**config.mk**
```make
export PLATFORM = sky130hd
export DESIGN_NAME = ir_keypad_time_code_lock_core_flat
export DESIGN_NICKNAME = d
export VERILOG_FILES = /design/src/hdl/ikl_pkg.sv /design/src/hdl/ikl_in_if.sv /design/src/hdl/ikl_out_if.sv /design/src/hdl/ikl_ctrl.sv /design/src/hdl/ikl_dp.sv /design/src/hdl/ir_keypad_time_code_lock_core.sv /design/src/flat_wrapper.sv
export SDC_FILE = /design/constraint.sdc
export NUM_CORES = 2
export LEC_CHECK = 0
export BUFFER_PORTS_ARGS = -buffer_cell sky130_fd_sc_hd__buf_2
export CELL_PAD_IN_SITES_DETAIL_PLACEMENT = 1
export CELL_PAD_IN_SITES_GLOBAL_PLACEMENT = 1
export CORE_ASPECT_RATIO = 1.5
export CORE_UTILIZATION = 47
export CTS_CLUSTER_DIAMETER = 200
export DETAILED_ROUTE_END_ITERATION = 8
export PLACE_DENSITY = 0.89
export SLEW_MARGIN = 5
export SYNTH_ARGS = -nofsm -noshare
export SYNTH_HDL_FRONTEND = slang
export SYNTH_SLANG_ARGS = --single-unit
```
**constraint.sdc**
```tcl
create_clock -name clk -period 10.65 [get_ports clk]
set_input_delay 0.5325 -clock clk [delete_from_list [all_inputs] [get_ports clk]]
set_output_delay 0.5325 -clock clk [all_outputs]
set_load 0.005 [all_outputs]
```
**src/hdl/ikl_pkg.sv**
```systemverilog
// Shared types, codes and helper functions for the IR keypad time-code lock.
// No dependencies; the controller, datapath and top level refer to this package by scoped names.
package ikl_pkg;

  typedef logic [2:0] ev_t;
  typedef logic [3:0] key_t;

  localparam ev_t EV_NONE     = 3'd0;
  localparam ev_t EV_PRESS    = 3'd1;
  localparam ev_t EV_RELEASE  = 3'd2;
  localparam ev_t EV_LOCKED   = 3'd3;
  localparam ev_t EV_SEED     = 3'd4;
  localparam ev_t EV_MISMATCH = 3'd5;
  localparam ev_t EV_UNLOCKED = 3'd6;
  localparam ev_t EV_IGNORED  = 3'd7;

  localparam key_t KEY_LOCK = 4'd10;
  localparam key_t KEY_NONE = 4'd11;

  localparam logic [15:0] WINDOW_RESET = 16'd60;
  localparam logic [15:0] HASH_MUL_A   = 16'd654;
  localparam logic [15:0] HASH_MUL_B   = 16'd54323;

  // Radix-16 restoring divider: four quotient bits per step over 64 dividend bits.
  localparam int DIV_BITS  = 4;
  localparam int DIV_STEPS = 64 / DIV_BITS;
  localparam int DIV_CNT_W = $clog2(DIV_STEPS);

  typedef struct packed {
    logic load;
    logic div_start;
    logic div_step;
    logic mul1;
    logic mul2;
    logic commit;
  } ikl_cmd_t;

  typedef struct packed {
    logic need_code;
    logic div_last;
    logic out_free;
  } ikl_stat_t;

  function automatic key_t key_of(input logic [63:0] c);
    key_t k;
    case (c)
      64'hfffbfffefafefa00: k = 4'd0;
      64'hfffbfffffefffef8: k = 4'd1;
      64'hfffbfffefefefec0: k = 4'd2;
      64'hfffbffffbeffbec0: k = 4'd3;
      64'hfffbfffebefebe00: k = 4'd4;
      64'hfffbffffeeffeec0: k = 4'd5;
      64'hfffbfffeeefeee00: k = 4'd6;
      64'hfffbffffaeffae00: k = 4'd7;
      64'hfffbfffeaefea000: k = 4'd8;
      64'hfffbfffffafffac0: k = 4'd9;
      64'hfffbfffefbeefb00: k = KEY_LOCK;
      default:              k = KEY_NONE;
    endcase
    return k;
  endfunction

  function automatic logic [15:0] fold16(input logic [31:0] x);
    return x[15:0] ^ x[31:16];
  endfunction

  // Force each nibble above nine into the decimal range by masking with nine.
  function automatic logic [15:0] bcd_fix(input logic [15:0] p);
    logic [15:0] r;
    r = p;
    for (int i = 0; i < 4; i++) begin
      if (p[4*i +: 4] > 4'd9) begin
        r[4*i +: 4] = p[4*i +: 4] & 4'h9;
      end
    end
    return r;
  endfunction

endpackage

```
**src/hdl/ikl_in_if.sv**
```systemverilog
// Input channel of the IR keypad time-code lock: valid/ready plus one poll word.
// No dependencies.
interface ikl_in_if;
  logic        valid;
  logic        ready;
  logic        button_level;
  logic [63:0] ir_code;
  logic [31:0] time_seconds;

  modport source (output valid, button_level, ir_code, time_seconds, input ready);
  modport sink   (input valid, button_level, ir_code, time_seconds, output ready);
endinterface

```
**src/hdl/ikl_out_if.sv**
```systemverilog
// Result channel of the IR keypad time-code lock: valid/ready plus one result word.
// No dependencies.
interface ikl_out_if;
  logic        valid;
  logic        ready;
  logic        locked_flag;
  logic        led_on;
  logic [15:0] entered_code;
  logic [2:0]  event_res;

  modport source (output valid, locked_flag, led_on, entered_code, event_res, input ready);
  modport sink   (input valid, locked_flag, led_on, entered_code, event_res, output ready);
endinterface

```
**src/hdl/ikl_ctrl.sv**
```systemverilog
// Sequencing state machine of the IR keypad time-code lock.
// Depends on ikl_pkg for the command and status structs.
module ikl_ctrl (
  input  logic              clk,
  input  logic              rst_n,
  input  logic              in_valid,
  output logic              in_ready,
  input  ikl_pkg::ikl_stat_t stat,
  output ikl_pkg::ikl_cmd_t  cmd
);

  localparam logic [2:0] S_IDLE   = 3'd0;
  localparam logic [2:0] S_DECIDE = 3'd1;
  localparam logic [2:0] S_DIV    = 3'd2;
  localparam logic [2:0] S_MUL1   = 3'd3;
  localparam logic [2:0] S_MUL2   = 3'd4;
  localparam logic [2:0] S_FIN    = 3'd5;

  logic [2:0] state_r, state_nxt;

  assign in_ready = (state_r == S_IDLE);

  always_comb begin
    state_nxt = state_r;
    cmd       = '0;
    case (state_r)
      S_IDLE: begin
        if (in_valid) begin
          cmd.load  = 1'b1;
          state_nxt = S_DECIDE;
        end
      end
      S_DECIDE: begin
        if (stat.need_code) begin
          cmd.div_start = 1'b1;
          state_nxt     = S_DIV;
        end else begin
          state_nxt = S_FIN;
        end
      end
      S_DIV: begin
        cmd.div_step = 1'b1;
        if (stat.div_last) state_nxt = S_MUL1;
      end
      S_MUL1: begin
        cmd.mul1  = 1'b1;
        state_nxt = S_MUL2;
      end
      S_MUL2: begin
        cmd.mul2  = 1'b1;
        state_nxt = S_FIN;
      end
      S_FIN: begin
        // hold until the result register can take the word
        if (stat.out_free) begin
          cmd.commit = 1'b1;
          state_nxt  = S_IDLE;
        end
      end
      default: state_nxt = S_IDLE;
    endcase
  end

  always_ff @(posedge clk) begin
    if (!rst_n) begin
      state_r <= S_IDLE;
    end else begin
      state_r <= state_nxt;
    end
  end

endmodule

```
**src/hdl/ikl_dp.sv**
```systemverilog
// Datapath of the IR keypad time-code lock: lock state, divider, hash and result register.
// Depends on ikl_pkg for codes, helper functions and the command/status structs.
module ikl_dp (
  input  logic               clk,
  input  logic               rst_n,
  input  ikl_pkg::ikl_cmd_t  cmd,
  output ikl_pkg::ikl_stat_t stat,
  input  logic [15:0]        window,
  input  logic               in_button_level,
  input  logic [63:0]        in_ir_code,
  input  logic [31:0]        in_time_seconds,
  output logic               out_valid,
  input  logic               out_ready,
  output logic               out_locked_flag,
  output logic               out_led_on,
  output logic [15:0]        out_entered_code,
  output logic [2:0]         out_event_res
);

  // architectural state
  logic        locked_r, locked_nxt;
  logic        held_r, held_nxt;
  logic [63:0] seed_r, seed_nxt;
  logic [31:0] offset_r, offset_nxt;
  logic [15:0] entry_r, entry_nxt;

  // captured poll
  logic        btn_r;
  logic [63:0] ir_r;
  logic [31:0] now_r;

  // divider and hash
  logic [63:0]                   dvd_r;
  logic [15:0]                   rem_r;
  logic [31:0]                   quo_r;
  logic [ikl_pkg::DIV_CNT_W-1:0] cnt_r;
  logic [15:0]                   ha_r, hb_r, code_r;

  // result register
  logic        ovld_r;
  logic        olock_r;
  logic [15:0] oshown_r;
  logic [2:0]  oev_r;

  logic [15:0]        w_eff;
  logic [16:0]        rem_step;
  logic [ikl_pkg::DIV_BITS-1:0] qbits;
  logic [63:0]        t_val;
  logic [31:0]        prod_ab;
  ikl_pkg::key_t      key;
  logic               press, release_e;
  logic [15:0]        or_val, shown;
  ikl_pkg::ev_t       ev;

  assign w_eff = (window == 16'd0) ? 16'd1 : window;
  assign key   = ikl_pkg::key_of(ir_r);
  assign press     = btn_r && !held_r && !locked_r;
  assign release_e = !btn_r && held_r && !locked_r;
  assign or_val    = entry_r | {12'd0, key};

  assign stat.need_code = !press && !release_e && (key < ikl_pkg::KEY_LOCK)
                          && !held_r && locked_r;
  assign stat.div_last  = (cnt_r == ikl_pkg::DIV_CNT_W'(ikl_pkg::DIV_STEPS - 1));
  assign stat.out_free  = !ovld_r || out_ready;

  assign t_val = {32'd0, now_r} - {32'd0, offset_r} + seed_r;

  // four restoring steps per cycle, remainder stays below the window
  always_comb begin
    rem_step = {1'b0, rem_r};
    qbits    = '0;
    for (int i = 0; i < ikl_pkg::DIV_BITS; i++) begin
      rem_step = {rem_step[15:0], dvd_r[63-i]};
      if (rem_step >= {1'b0, w_eff}) begin
        rem_step = rem_step - {1'b0, w_eff};
        qbits[ikl_pkg::DIV_BITS-1-i] = 1'b1;
      end
    end
  end

  assign prod_ab = {16'd0, ha_r} * {16'd0, hb_r};

  // next architectural state for the captured poll
  always_comb begin
    locked_nxt = locked_r;
    held_nxt   = held_r;
    seed_nxt   = seed_r;
    offset_nxt = offset_r;
    entry_nxt  = entry_r;
    ev         = ikl_pkg::EV_NONE;
    shown      = 16'd0;
    if (press) begin
      seed_nxt = 64'd0;
      held_nxt = 1'b1;
      ev       = ikl_pkg::EV_PRESS;
    end else if (release_e) begin
      offset_nxt = now_r;
      held_nxt   = 1'b0;
      ev         = ikl_pkg::EV_RELEASE;
    end else if (key == ikl_pkg::KEY_NONE) begin
      ev = ikl_pkg::EV_NONE;
    end else if (key == ikl_pkg::KEY_LOCK) begin
      if (!locked_r) begin
        locked_nxt = 1'b1;
        entry_nxt  = 16'd0;
        ev         = ikl_pkg::EV_LOCKED;
      end else begin
        ev = ikl_pkg::EV_IGNORED;
      end
    end else if (held_r) begin
      seed_nxt = {seed_r[60:0], 3'd0} + {seed_r[62:0], 1'b0} + {60'd0, key};
      ev       = ikl_pkg::EV_SEED;
    end else if (!locked_r) begin
      ev = ikl_pkg::EV_IGNORED;
    end else if (or_val == code_r) begin
      locked_nxt = 1'b0;
      entry_nxt  = 16'd0;
      ev         = ikl_pkg::EV_UNLOCKED;
    end else begin
      entry_nxt = {or_val[11:0], 4'd0};
      ev        = ikl_pkg::EV_MISMATCH;
    end
    shown = stat.need_code ? or_val : entry_nxt;
  end

  always_ff @(posedge clk) begin
    if (!rst_n) begin
      locked_r <= 1'b0;
      held_r   <= 1'b0;
      seed_r   <= 64'd0;
      offset_r <= 32'd0;
      entry_r  <= 16'd0;
      ovld_r   <= 1'b0;
    end else begin
      if (cmd.commit) begin
        locked_r <= locked_nxt;
        held_r   <= held_nxt;
        seed_r   <= seed_nxt;
        offset_r <= offset_nxt;
        entry_r  <= entry_nxt;
        ovld_r   <= 1'b1;
      end else if (out_ready) begin
        ovld_r <= 1'b0;
      end
    end
  end

  always_ff @(posedge clk) begin
    if (cmd.load) begin
      btn_r <= in_button_level;
      ir_r  <= in_ir_code;
      now_r <= in_time_seconds;
    end
    if (cmd.div_start) begin
      dvd_r <= t_val;
      rem_r <= 16'd0;
      quo_r <= 32'd0;
      cnt_r <= '0;
    end else if (cmd.div_step) begin
      dvd_r <= {dvd_r[63-ikl_pkg::DIV_BITS:0], {ikl_pkg::DIV_BITS{1'b0}}};
      rem_r <= rem_step[15:0];
      quo_r <= {quo_r[31-ikl_pkg::DIV_BITS:0], qbits};
      cnt_r <= cnt_r + 1'b1;
    end
    if (cmd.mul1) begin
      ha_r <= ikl_pkg::fold16(quo_r * {16'd0, ikl_pkg::HASH_MUL_A});
      hb_r <= ikl_pkg::fold16(quo_r * {16'd0, ikl_pkg::HASH_MUL_B});
    end
    if (cmd.mul2) begin
      code_r <= ikl_pkg::bcd_fix(ikl_pkg::fold16(prod_ab));
    end
    if (cmd.commit) begin
      olock_r  <= locked_nxt;
      oshown_r <= shown;
      oev_r    <= ev;
    end
  end

  assign out_valid        = ovld_r;
  assign out_locked_flag  = olock_r;
  assign out_led_on       = !olock_r;
  assign out_entered_code = oshown_r;
  assign out_event_res    = oev_r;

endmodule

```
**src/hdl/ir_keypad_time_code_lock_core.sv**
```systemverilog
// IR keypad time-code lock, top level: APB window register, controller and datapath.
// Each word goes through the decide state to the finish state, which commits it to
// the result register; a locked digit first runs 16 steps of the radix-16 divider
// and two hash multiply stages. A stalled result waits in the finish state; no new word
// is taken until it is committed. Sync active-low reset unlocks, clears seed, offset,
// entry, and sets the window to 60 seconds. Depends on ikl_pkg, ikl_in_if, ikl_out_if.
module ir_keypad_time_code_lock_core (
  input  logic        clk,
  input  logic        rst_n,
  ikl_in_if.sink      in_ch,
  ikl_out_if.source   out_ch,
  input  logic        cfg_psel,
  input  logic        cfg_penable,
  input  logic        cfg_pwrite,
  input  logic [2:0]  cfg_paddr,
  input  logic [31:0] cfg_pwdata,
  output logic [31:0] cfg_prdata,
  output logic        cfg_pready
);

  ikl_pkg::ikl_cmd_t  cmd;
  ikl_pkg::ikl_stat_t stat;

  logic [15:0] window_r;
  logic        cfg_wr;

  // Register file: a single 16-bit window length at byte addresses zero to three.
  // Writes land on the access phase; addresses four to seven read as zero and drop writes.
  assign cfg_pready = 1'b1;
  assign cfg_wr     = cfg_psel && cfg_penable && cfg_pwrite && cfg_pready;
  assign cfg_prdata = (cfg_paddr[2] == 1'b0) ? {16'd0, window_r} : 32'd0;

  always_ff @(posedge clk) begin
    if (!rst_n) begin
      window_r <= ikl_pkg::WINDOW_RESET;
    end else if (cfg_wr && (cfg_paddr[2] == 1'b0)) begin
      window_r <= cfg_pwdata[15:0];
    end
  end

  // Controller: take one word, decide whether the code is needed, step the
  // divider and hash, then hold until the result register frees up.
  ikl_ctrl u_ctrl (
    .clk      (clk),
    .rst_n    (rst_n),
    .in_valid (in_ch.valid),
    .in_ready (in_ch.ready),
    .stat     (stat),
    .cmd      (cmd)
  );

  // Datapath: lock state, quotient of (time - offset + seed) by the window,
  // xor-fold hash with decimal fix-up, and the output register that parts
  // the result side from the input side.
  ikl_dp u_dp (
    .clk              (clk),
    .rst_n            (rst_n),
    .cmd              (cmd),
    .stat             (stat),
    .window           (window_r),
    .in_button_level  (in_ch.button_level),
    .in_ir_code       (in_ch.ir_code),
    .in_time_seconds  (in_ch.time_seconds),
    .out_valid        (out_ch.valid),
    .out_ready        (out_ch.ready),
    .out_locked_flag  (out_ch.locked_flag),
    .out_led_on       (out_ch.led_on),
    .out_entered_code (out_ch.entered_code),
    .out_event_res    (out_ch.event_res)
  );

  // One word in flight: in the cycle after an accept the input side is closed.
  a_one_in_flight: assert property (@(posedge clk) disable iff (!rst_n)
    (in_ch.valid && in_ch.ready) |=> !in_ch.ready)
    else $error("input accepted while a word is in flight");

  // Indicator always drives the inverse of the lock flag.
  a_led_inverse: assert property (@(posedge clk) disable iff (!rst_n)
    out_ch.valid |-> (out_ch.led_on != out_ch.locked_flag))
    else $error("led_on does not mirror locked_flag");

  // Engaging the lock reports a locked result with a cleared entry.
  a_lock_clears: assert property (@(posedge clk) disable iff (!rst_n)
    (out_ch.valid && (out_ch.event_res == ikl_pkg::EV_LOCKED))
      |-> (out_ch.locked_flag && (out_ch.entered_code == 16'd0)))
    else $error("lock event without locked flag or with stale entry");

  // An unlock or a press/release always leaves the lock open.
  a_unlock_open: assert property (@(posedge clk) disable iff (!rst_n)
    (out_ch.valid && ((out_ch.event_res == ikl_pkg::EV_UNLOCKED)
      || (out_ch.event_res == ikl_pkg::EV_PRESS)
      || (out_ch.event_res == ikl_pkg::EV_RELEASE))) |-> !out_ch.locked_flag)
    else $error("open-lock event reported while locked");

endmodule
```
**src/flat_wrapper.sv**
```systemverilog
// flat-port wrapper written by rule: the top's interface ports become plain ports
module ir_keypad_time_code_lock_core_flat 
  (clk, rst_n, cfg_psel, cfg_penable, cfg_pwrite, cfg_paddr, cfg_pwdata, cfg_prdata, cfg_pready, in_ch_valid, in_ch_button_level, in_ch_ir_code, in_ch_time_seconds, in_ch_ready, out_ch_valid, out_ch_locked_flag, out_ch_led_on, out_ch_entered_code, out_ch_event_res, out_ch_ready);
  ikl_in_if in_ch_i ();
  ikl_out_if out_ch_i ();
  input  logic clk;
  input  logic rst_n;
  input  logic cfg_psel;
  input  logic cfg_penable;
  input  logic cfg_pwrite;
  input  logic [2:0] cfg_paddr;
  input  logic [31:0] cfg_pwdata;
  output logic [31:0] cfg_prdata;
  output logic cfg_pready;
  input wire logic [$bits(in_ch_i.valid)-1:0] in_ch_valid;
  input wire logic [$bits(in_ch_i.button_level)-1:0] in_ch_button_level;
  input wire logic [$bits(in_ch_i.ir_code)-1:0] in_ch_ir_code;
  input wire logic [$bits(in_ch_i.time_seconds)-1:0] in_ch_time_seconds;
  output wire logic [$bits(in_ch_i.ready)-1:0] in_ch_ready;
  output wire logic [$bits(out_ch_i.valid)-1:0] out_ch_valid;
  output wire logic [$bits(out_ch_i.locked_flag)-1:0] out_ch_locked_flag;
  output wire logic [$bits(out_ch_i.led_on)-1:0] out_ch_led_on;
  output wire logic [$bits(out_ch_i.entered_code)-1:0] out_ch_entered_code;
  output wire logic [$bits(out_ch_i.event_res)-1:0] out_ch_event_res;
  input wire logic [$bits(out_ch_i.ready)-1:0] out_ch_ready;
  assign in_ch_i.valid = in_ch_valid;
  assign in_ch_i.button_level = in_ch_button_level;
  assign in_ch_i.ir_code = in_ch_ir_code;
  assign in_ch_i.time_seconds = in_ch_time_seconds;
  assign in_ch_ready = in_ch_i.ready;
  assign out_ch_valid = out_ch_i.valid;
  assign out_ch_locked_flag = out_ch_i.locked_flag;
  assign out_ch_led_on = out_ch_i.led_on;
  assign out_ch_entered_code = out_ch_i.entered_code;
  assign out_ch_event_res = out_ch_i.event_res;
  assign out_ch_i.ready = out_ch_ready;
  ir_keypad_time_code_lock_core u_core (.clk(clk), .rst_n(rst_n), .in_ch(in_ch_i), .out_ch(out_ch_i), .cfg_psel(cfg_psel), .cfg_penable(cfg_penable), .cfg_pwrite(cfg_pwrite), .cfg_paddr(cfg_paddr), .cfg_pwdata(cfg_pwdata), .cfg_prdata(cfg_prdata), .cfg_pready(cfg_pready));
endmodule
```
==> results.cfg <==
[run_status]
status = complete, no violations

[worst_setup_path]
reg2reg_to = u_core.u_dp.rem_r[2]$_SDFFE_PP0P_
timing_worst_setup_path_type = flip-flop to flip-flop
critPathMaxFanout = 17
required_ns = 11.10
crit_slowest_cell = a2111oi_4
arrival_ns = 10.61
reg2reg_depth = 46
r2r-start = u_core.window_r[8]$_SDFFE_PN0P_
critPathMaxStageDelay_ns = 0.39
regToRegSetupSlack_ns = 0.49
startpoint_type = flip-flop
worstSetupEndpointType = flip-flop

[global_routing]
busiest_layer = met2
grt_pass1_vias = 43210
grt_start_max_net_pins = 73
grt_pass1_wl_microns = 234700
grt_usage = 0.3017
use_met1 = 0.2968
gr-total-overflow = 0
grt_util_met3 = 0.03658
antenna_found_initial = 2
grt.met2_usage = 0.5782

[logic_synthesis]
yosys.area_share.simple = 0.1375
muxShareOfSynthArea = 0.01108
synthArstFlopShare = 0
yosys_warnings = 0
synth-seq-cells = 415
synth.distinct_cells = 103
synth-compound-area-share = 0.1500
ys.flop_type = edfxtp_1
netlist_area_sq_mm = 0.04574
synth_top_family_by_area = adder cells
synth_xor_area_frac = 0.06798
ys_seq_area_frac = 0.2317
avgSynthCellArea_sq_um = 9.361
synth-edff-count = 229
synth_fa_ha_area_frac = 0.3409
synthCells = 4886

[power]
ir_drop_uv = 112.9
switching_share = 0.2724
p_int_mw = 2.844
p_total_mw = 3.908
power_per_cell_area_mw_per_mm2 = 78.31
p_seq_frac = 0.450
switchingPower_mw = 1.065
comb_power_share = 0.102
pwr-share-clk = 0.448
p_leak_nw = 23.27

[detailed_routing]
antenna_left = 0
drcViolationCount = 0
routed_wl_microns = 149200
vias_per_cell = 6.014
wire_per_inst_microns = 23.53
dr.pass1.iters = 8
drtIter0Drc = 2285
vias = 38146

[floorplanning]
num_rows = 139
start_util = 0.4764
dieArea_sq_mm = 0.09860
design.core.area_sq_mm = 0.09600
pin_count = 195
dieWidth_microns = 256.7
die_h_microns = 384.1

[worst_hold_path]
hold_depth = 1
hold_start = in_ch_ir_code[14]
hold-path-endpoint = u_core.u_dp.ir_r[14]$_DFFE_PP_
hp-class = primary input to flip-flop

[placement]
io_buffers = 159
place_inst = 6249
place.gp.congestion = 0.9361
post-place-ws_ns = 0.07254
dp_hpwl_microns = 116000
postPlaceCellArea_sq_mm = 0.04813

[cells_and_area]
drive_gt1_frac = 0.08319
design_area_sq_mm = 0.04991
nNetsFinal = 6185
final_common_cell = ha_1
final_cell_mix = 619 x ha_1, 564 x inv_1, 518 x nand2_1, 392 x fa_1, 262 x o21ai_0
instances_no_fill = 6343
layout-area-overhead-vs-synth_pct = 9.114

[run]
maxCapViolCount = 0

[clock_tree]
clock_latency_ns = 0.66
numClockSinks = 415
root_buffer = clkbuf_16
cts_tree = done
clockBufferDepth = 3
h-tree-depth = 2
path_clk_slew_ns = 0.07
cts_buffers = 46

[timing]
finClkSkew_ns = 0.06414
setup_slack_ns = 0.4865
finalCriticalPeriod_ns = 10.16
final_max_slew_viol_count = 0
tightest_slew_ns = 1.296
final-hold-violation-count = 0
fmax_mhz = 98.39
relSlewSlack = 0.1342
finalSetupViolations = 0
min_period_over_period = 0.9543
final.setup.tns_ns = 0
-- worst max-delay path by stage --
stage / from / end / slack, ns / cells past startpoint
final: u_core.window_r[8]$_SDFFE_PN0P_ / u_core.u_dp.rem_r[2]$_SDFFE_PP0P_ / 0.49 / 46
after global routing: u_core.window_r[8]$_SDFFE_PN0P_ / u_core.u_dp.rem_r[1]$_SDFFE_PP0P_ / -0.12 / 47
after CTS: u_core.window_r[8]$_SDFFE_PN0P_ / u_core.u_dp.rem_r[1]$_SDFFE_PP0P_ / 0.02 / 49
after detailed placement: u_core.window_r[8]$_SDFFE_PN0P_ / u_core.u_dp.rem_r[15]$_SDFFE_PP0P_ / 0.07 / 49
after global placement: u_core.window_r[8]$_SDFFE_PN0P_ / u_core.u_dp.rem_r[13]$_SDFFE_PP0P_ / 0.36 / 49
after floorplan: u_core.window_r[8]$_SDFFE_PN0P_ / u_core.u_dp.rem_r[0]$_SDFFE_PP0P_ / 0.78 / 46
-- cell families (layout without fill, tap and decap cells) --
kind of cell             Yosys count  after routing
buffers and inverters            717            888
adder cells (fa/ha/maj)         1011           1011
multiplexers                      47             47
AO/OA/AOI/OAI                   1056           1056
flip-flops                       415            415
AND/OR/NAND/NOR                 1283           1284
XOR/XNOR                         355            355
other                              2             18
-- critical path, delay by kind of cell, from the launching register on --
family                     cells  cell delay [ns]
and+or+nand+nor                6             1.01
muxes                          5             1.55
adders and majority gates      4             1.02
AOI/OAI and AO/OA             25             5.07
DFF                            1             0.34
buffers and inverters          6             1.00
-- registers in the layout, indices dropped and copies added (netlist names), 3 cells and up --
signal                        cells
u_core.u_dp.ir_r                 64
u_core.u_dp.quo_r                32
u_core.u_dp.out_entered_code     16
u_core.window_r                  16
u_core.u_dp.offset_r             32
u_core.u_dp.seed_r               64
u_core.u_dp.ha_r                 16
u_core.u_dp.cnt_r                 4
u_core.u_ctrl.state_r             3
u_core.u_dp.rem_r                16
u_core.u_dp.code_r               16
u_core.u_dp.hb_r                 16
u_core.u_dp.entry_r              16
u_core.u_dp.now_r                32
u_core.u_dp.dvd_r                64
u_core.u_dp.out_event_res         3
-- metal layers --
layer  up-vias  share of wire
met2      1258           0.54
li1      17071              -
met4         0          0.080
met5         -              0
met3       673          0.038
met1     19144           0.35
-- power by group through the flow --
stage / sequential, mW / combinational (mW) / clock [mW]
2_1_floorplan: 1.78 / 0.261 / 0
3_3_place_gp: 1.79 / 0.363 / 0
3_5_place_dp: 1.79 / 0.383 / 0
4_1_cts: 1.76 / 0.391 / 1.77
5_1_grt: 1.76 / 0.429 / 1.82
6_report: 1.76 / 0.397 / 1.75
-- area by class of cell --
type / instances / area [sq um]
fillers: 11034 / 46090
multi-input cells: 3770 / 32590
flip-flops and latches: 415 / 10600
inverters: 566 / 2125
well taps: 1269 / 1588
repair buffers: 236 / 1389
clock buffers: 58 / 1279
clock inverters: 28 / 335.3
diodes: 1 / 2.502
-- what timing repair did --
item	4_1_cts	5_1_grt
buffers inserted	0	6
hold buffers	0	0
setup endpoints to repair	5	17
pin swaps	0	5
resized for setup	1	30
hold endpoints to repair	0	0
cloned	0	1
-- per-stage QoR --
stage	hold WS, ns	util
global placement	0.4492	0.5014
finish	0.04908	0.5199
global route	0.04661	0.5199
CTS	0.03331	0.5182
detailed placement	0.4606	0.5014
floorplan	0.4372	-
-- synthesized netlist by cell type (all sizes together), types with 19 or more instances --
cell type,instances,share of area
o31ai,20,0.0036
nor2,167,0.014
edfxtp,229,0.15
o21a,31,0.0051
or2,19,0.0026
o21ai,289,0.032
and3,35,0.0049
buf,27,0.0040
nand2,519,0.043
dfxtp,186,0.081
and2,135,0.018
o21bai,39,0.0064
fa,392,0.17
nor4,21,0.0036
a21o,125,0.021
a211oi,33,0.0058
nor2b,88,0.012
xnor2,254,0.049
a31oi,28,0.0038
mux2i,24,0.0053
nand4,44,0.0062
mux2,23,0.0057
nor3,58,0.0069
ha,619,0.17
xor2,101,0.019
nand2b,49,0.0067
o211ai,27,0.0044
a21boi,60,0.0098
clkbuf,124,0.010
a21oi,239,0.026
nand3,95,0.010
inv,565,0.046
a22oi,42,0.0069
(Power assumes the default switching activity.)
